File: config.mk
export PLATFORM = sky130hd
export DESIGN_NAME = rgbfb_coord
export DESIGN_NICKNAME = d
export VERILOG_FILES = /design/src/rtl/rgbfb_pkg.sv /design/src/rtl/rgbfb_coord.sv
export SDC_FILE = /design/constraint.sdc
export NUM_CORES = 1
export LEC_CHECK = 0
export ABC_CLOCK_PERIOD_IN_PS = 5900
export BUFFER_PORTS_ARGS = -buffer_cell sky130_fd_sc_hd__buf_4
export CORE_ASPECT_RATIO = 1.2
export CORE_MARGIN = 4
export CORE_UTILIZATION = 50
export DETAILED_ROUTE_END_ITERATION = 10
export MAX_ROUTING_LAYER = met4
export PLACE_DENSITY_LB_ADDON = 0.08
export RECOVER_POWER = 100
export SLEW_MARGIN = 0
export SYNTH_ARGS = -nofsm -noshare
export SYNTH_HDL_FRONTEND = slang
export SYNTH_SLANG_ARGS = --single-unit
export TNS_END_PERCENT = 50
File: constraint.sdc
create_clock -name clk_i -period 5.9 [get_ports clk_i]
set_input_delay 0.59 -clock clk_i [delete_from_list [all_inputs] [get_ports clk_i]]
set_output_delay 0.59 -clock clk_i [all_outputs]
set_load 0.02 [all_outputs]
File: src/rtl/rgbfb_pkg.sv
// shared constants, types and helpers for the rgb565 frame buffer
package rgbfb_pkg;

  // screen geometry
  localparam int SCREEN_WIDTH  = 480;
  localparam int SCREEN_HEIGHT = 320;

  // bus side widths
  localparam int ADDR_W  = 19;
  localparam int DATA_W  = 16;
  localparam int PIX_W   = ADDR_W - 1;
  localparam int COORD_W = 9;
  localparam int COLOR_W = 8;

  // store depth, capped at what the halfword index can reach
  localparam int PIX_COUNT = SCREEN_WIDTH * SCREEN_HEIGHT;
  localparam int MEM_DEPTH = (PIX_COUNT > (2 ** PIX_W)) ? (2 ** PIX_W) : PIX_COUNT;
  localparam int IDX_W     = (MEM_DEPTH > 1) ? $clog2(MEM_DEPTH) : 1;
  localparam logic [PIX_W:0] DEPTH_L = (PIX_W + 1)'(MEM_DEPTH);

  // row split by reciprocal multiply: y ~ (pix * RECIP) >> PIX_W, one correction step
  localparam int RECIP = (2 ** PIX_W) / SCREEN_WIDTH;
  localparam int REC_W = $clog2(RECIP + 1);
  localparam int W_W   = $clog2(SCREEN_WIDTH + 1);
  localparam int PROD_W = PIX_W + REC_W;
  localparam int YMUL_W = REC_W + W_W;

  typedef enum logic [0:0] {
    OP_READ  = 1'b0,
    OP_WRITE = 1'b1
  } op_e;

  localparam logic STATUS_OK    = 1'b0;
  localparam logic STATUS_RANGE = 1'b1;

  // write request towards the pixel store
  typedef struct packed {
    logic             en;
    logic [IDX_W-1:0] idx;
    logic [DATA_W-1:0] data;
  } store_wr_t;

  function automatic logic [DATA_W-1:0] swap16(logic [DATA_W-1:0] v, logic sw);
    logic [DATA_W-1:0] r;
    r = sw ? {v[7:0], v[15:8]} : v;
    return r;
  endfunction

endpackage

File: src/rtl/rgbfb_coord.sv
// two-stage split of a pixel index into column and row
module rgbfb_coord (
  input  logic                           clk_i,
  input  logic [rgbfb_pkg::PIX_W-1:0]    pix_i,
  output logic [rgbfb_pkg::COORD_W-1:0]  x_o,
  output logic [rgbfb_pkg::COORD_W-1:0]  y_o
);

  logic [rgbfb_pkg::PROD_W-1:0] prod_q;
  logic [rgbfb_pkg::PIX_W-1:0]  pix_a_q, pix_b_q;
  logic [rgbfb_pkg::REC_W-1:0]  y_est, y_est_q;
  logic [rgbfb_pkg::YMUL_W-1:0] ymul_q;
  logic [rgbfb_pkg::PIX_W-1:0]  rem;
  logic [rgbfb_pkg::REC_W-1:0]  y_fix;
  logic [rgbfb_pkg::PIX_W-1:0]  x_fix;
  logic                         over;

  // stage a: reciprocal product
  always_ff @(posedge clk_i) begin
    prod_q  <= rgbfb_pkg::PROD_W'(pix_i) * rgbfb_pkg::PROD_W'(rgbfb_pkg::RECIP);
    pix_a_q <= pix_i;
  end

  assign y_est = prod_q[rgbfb_pkg::PROD_W-1 -: rgbfb_pkg::REC_W];

  // stage b: back-multiply the row estimate
  always_ff @(posedge clk_i) begin
    y_est_q <= y_est;
    ymul_q  <= rgbfb_pkg::YMUL_W'(y_est) * rgbfb_pkg::YMUL_W'(rgbfb_pkg::SCREEN_WIDTH);
    pix_b_q <= pix_a_q;
  end

  // estimate is at most one row low
  always_comb begin
    rem   = pix_b_q - rgbfb_pkg::PIX_W'(ymul_q);
    over  = (rem >= rgbfb_pkg::PIX_W'(rgbfb_pkg::SCREEN_WIDTH));
    x_fix = over ? (rem - rgbfb_pkg::PIX_W'(rgbfb_pkg::SCREEN_WIDTH)) : rem;
    y_fix = over ? (y_est_q + 1'b1) : y_est_q;
  end

  assign x_o = x_fix[rgbfb_pkg::COORD_W-1:0];
  assign y_o = rgbfb_pkg::COORD_W'(y_fix);

endmodule

==> results.md <==
- Clock slew at reported path FFs: 0.08 ns
- Reg2reg start: prod_q[20]$_DFF_P_
- Nets@finish: 616
- Die width: 94.1 um
- Failing checks: capacitance limit
- Async SR Flop Fraction: 0%
- Share of cells above drive strength 1: ~5.1%
- Routed length per instance: approximately 13 um
- Core area: 8610 sq um
- Antenna Violating Nets Remaining: 0
- Htree depth: 3
- Maximum clock rate: slightly below 200 MHz
- Ports: 37
- Synth unique cells: between 40 and 50
- Worst path slowest cell: nor3_1
- Max-slew violations: 0
- Synthesized area per cell: 10.0 sq um
- Critical Path Source Type: flip-flop
- Gpl congestion: between 0.8 and 0.9
- Syn nets: about 580
- Tot GR Track Use: 17.3%
- IO buf count: 36
- DRT Wirelength: roughly 8000 um
- Critical Path End Type: primary output
- Initial Util: about half
- Buffer depth of the longest clock path: 2
- Post-Syn Area: around 4400 sq um
- Synth Warn #: 0
- Post-CTS Setup Bufs: 0
- PD cells: a little over 600 nW/um^2
- Layout Area Growth over Synthesis: 9.46%
- # diodes: 0
- Num CTS Buffers: 9
- Cells after Synth: 443
- Post-synthesis sequential area ratio: 30.2%
- Hold crit path type: reg2reg
- Initial antenna violation count: 0
- Final TNS setup: 0 ns
- CP Class: reg2out
- Hold buffer count at CTS: 0
- Adder-Cell Fraction of Synth Area: a little over a third
- Initial DRC Count: 67
- Tmin final: around 5.1 ns
- Complex-gate fraction of the synthesized area: approximately a tenth
- Die Span Y: ~110 um
- Cell family with most CP delay: simple AND/OR/NAND/NOR gates
- Period utilisation layout: between 80% and 90%
- DR DRC count: 0
- EDFF count, synth: 0
- Worst Path Buf+Inv: 1
- Max_cap viols: 1
- Worst VDD drop: 0.274 mV
- CP required: around 5.3 ns
- Hold Path Origin: pix_a_q[9]$_DFF_P_
- Hold violation total from the final report: 0
- Worst Max-Slew Pin Slew: about 1.5 ns
- Skew-Pair Late Insertion Delay: approximately 0.35 ns
- Main combinational cell family by area after synthesis: adder cells
- Post-synthesis mux area share: less than 1%
- Outcome: finished with violations
- Slew HR: less than 1%
- Post-CTS Resized: 0
- Largest net degree at the start of global routing: 14
- RSZ-0062 raised after global routing: false
- Crit. Startpoint: y_est_q[0]$_DFF_P_
- Critical path cell sequence: ha_1 -> fa_1 -> nand2b_1 -> a21oi_1 -> mux2i_1 -> o211ai_1 -> or4_1 -> nor3_1 -> and2b_1 -> xnor2_1 -> clkbuf_1
- Synthesized flop and latch total: 67
- Detailed placement HPWL: roughly 6900 um
- Synth Flop Type: dfxtp_1
- Clock skew: about 0.0079 ns
- # rows: 37
- Vias: 3053
- XOR/XNOR Fraction of Synth Area: around 5.7%
- Sink Count: 67
- First-pass GRT wire length: ~14000 um
- Crit path largest cell delay: between 1 and 1.5 ns
- Via density: between 5 and 6
- Static leakage: ~0.0024 uW
- Data arrival time of the critical path: approximately 4.5 ns
- Die area: around 10000 sq um
- Root Buffer: clkbuf_8
- # setup viols final: 0
- Crit-path max FO: 13
- Simple-Gate Fraction of Synth Area: slightly below 10%
- WHS: approximately 0.33 ns
- TritonRoute pass-1 iters: 4
- Gr ovfl total: 0
- CTS tree: yes
- Vias in the first global route: between 3000 and 4000
## synth_stat cells (all sizes together) (3+ instances only)
| cell type | number | area share (%) |
|---|---|---|
| a211oi | 4 | 0.68 |
| a21boi | 4 | 0.68 |
| a21o | 6 | 1.0 |
| a21oi | 20 | 2.3 |
| a31oi | 3 | 0.42 |
| buf | 6 | 1.1 |
| dfxtp | 67 | 30 |
| fa | 27 | 12 |
| ha | 86 | 24 |
| inv | 64 | 5.4 |
| nand2 | 22 | 1.9 |
| nand2b | 7 | 0.99 |
| nand3 | 4 | 0.45 |
| nand4 | 6 | 0.84 |
| nor2 | 20 | 1.7 |
| nor2b | 3 | 0.42 |
| nor3 | 5 | 0.68 |
| nor4 | 4 | 0.56 |
| o21ai | 23 | 2.6 |
| xnor2 | 15 | 3.0 |
| xor2 | 14 | 2.8 |
## report_power, final
group	internal, uW	total, uW	switching (uW)
Sequential	591	668	77.6
Combinational	863	1980	1120
Clock	154	329	175
## registers in the layout, indices dropped and copies added, names as in the netlist
| name | flops |
|---|---|
| pix_a_q | 18 |
| pix_b_q | 18 |
| prod_q | 10 |
| y_est_q | 9 |
| ymul_q | 12 |
## cells by family (layout without fill, tap and decap cells)
group,after synthesis,count (layout)
adders and majority gates,113,113
DFF,67,67
xor gates and xnor gates,29,29
AOI/OAI and AO/OA,75,75
muxes,4,4
buffers and inverters,70,116
and+or+nand+nor,85,85
## metrics by stage
step	area [sq um]	setup slack, ns	std cells	total power (uW)	util (%)
after detailed placement	4810	1.76	590	2730	55.9
after CTS	4990	1.32	606	3080	58.0
after global placement	4810	1.85	590	2670	55.9
after floorplan	4450	2.37	443	2230	-
final	4870	0.833	606	2980	56.5
after global routing	4870	0.543	606	3310	56.5
## final timing paths
path | to | slack (ns) | cells after the start
worst max register to register | ymul_q[17]$_DFF_P_ | 2.39 | 13
worst min-delay path | pix_b_q[9]$_DFF_P_ | 0.33 | 0
worst min register to register | pix_b_q[9]$_DFF_P_ | 0.33 | 0
worst max-delay path | x_o[7] | 0.83 | 11
## per-layer routing
metal	global-route usage, %	wire [um]	up-vias
li1	-	-	1584
met4	8.86	283	0
met3	2.92	270	23
met2	28.5	3930	60
met5	-	0	-
met1	20.1	3600	1386
## area by class of cell
class / instances / area (sq um)
clock buffer: 9 / 124
clock inverter: 7 / 53.8
fill: 835 / 3740
inverter: 64 / 240
multi-input combinational: 306 / 2810
sequential: 67 / 1340
tap: 117 / 146
timing repair buffer: 36 / 150
## cells in the final DEF, fill, tap and decap left out, types with 5 or more instances in the layout
cell type  synthesis  routed
xor2_1            14      14
ha_1              86      86
nand2_1           22      22
a21oi_1           20      20
xnor2_1           15      15
nand4_1            6       6
clkbuf_1           0      32
nor3_1             4       5
inv_1             64      64
fa_1              27      27
clkbuf_8           0       9
o21ai_0           23      23
dfxtp_1           67      67
nand2b_1           7       7
nor2_1            20      20
a21o_1             6       6
Note: power is estimated with default switching activity, not from simulation.
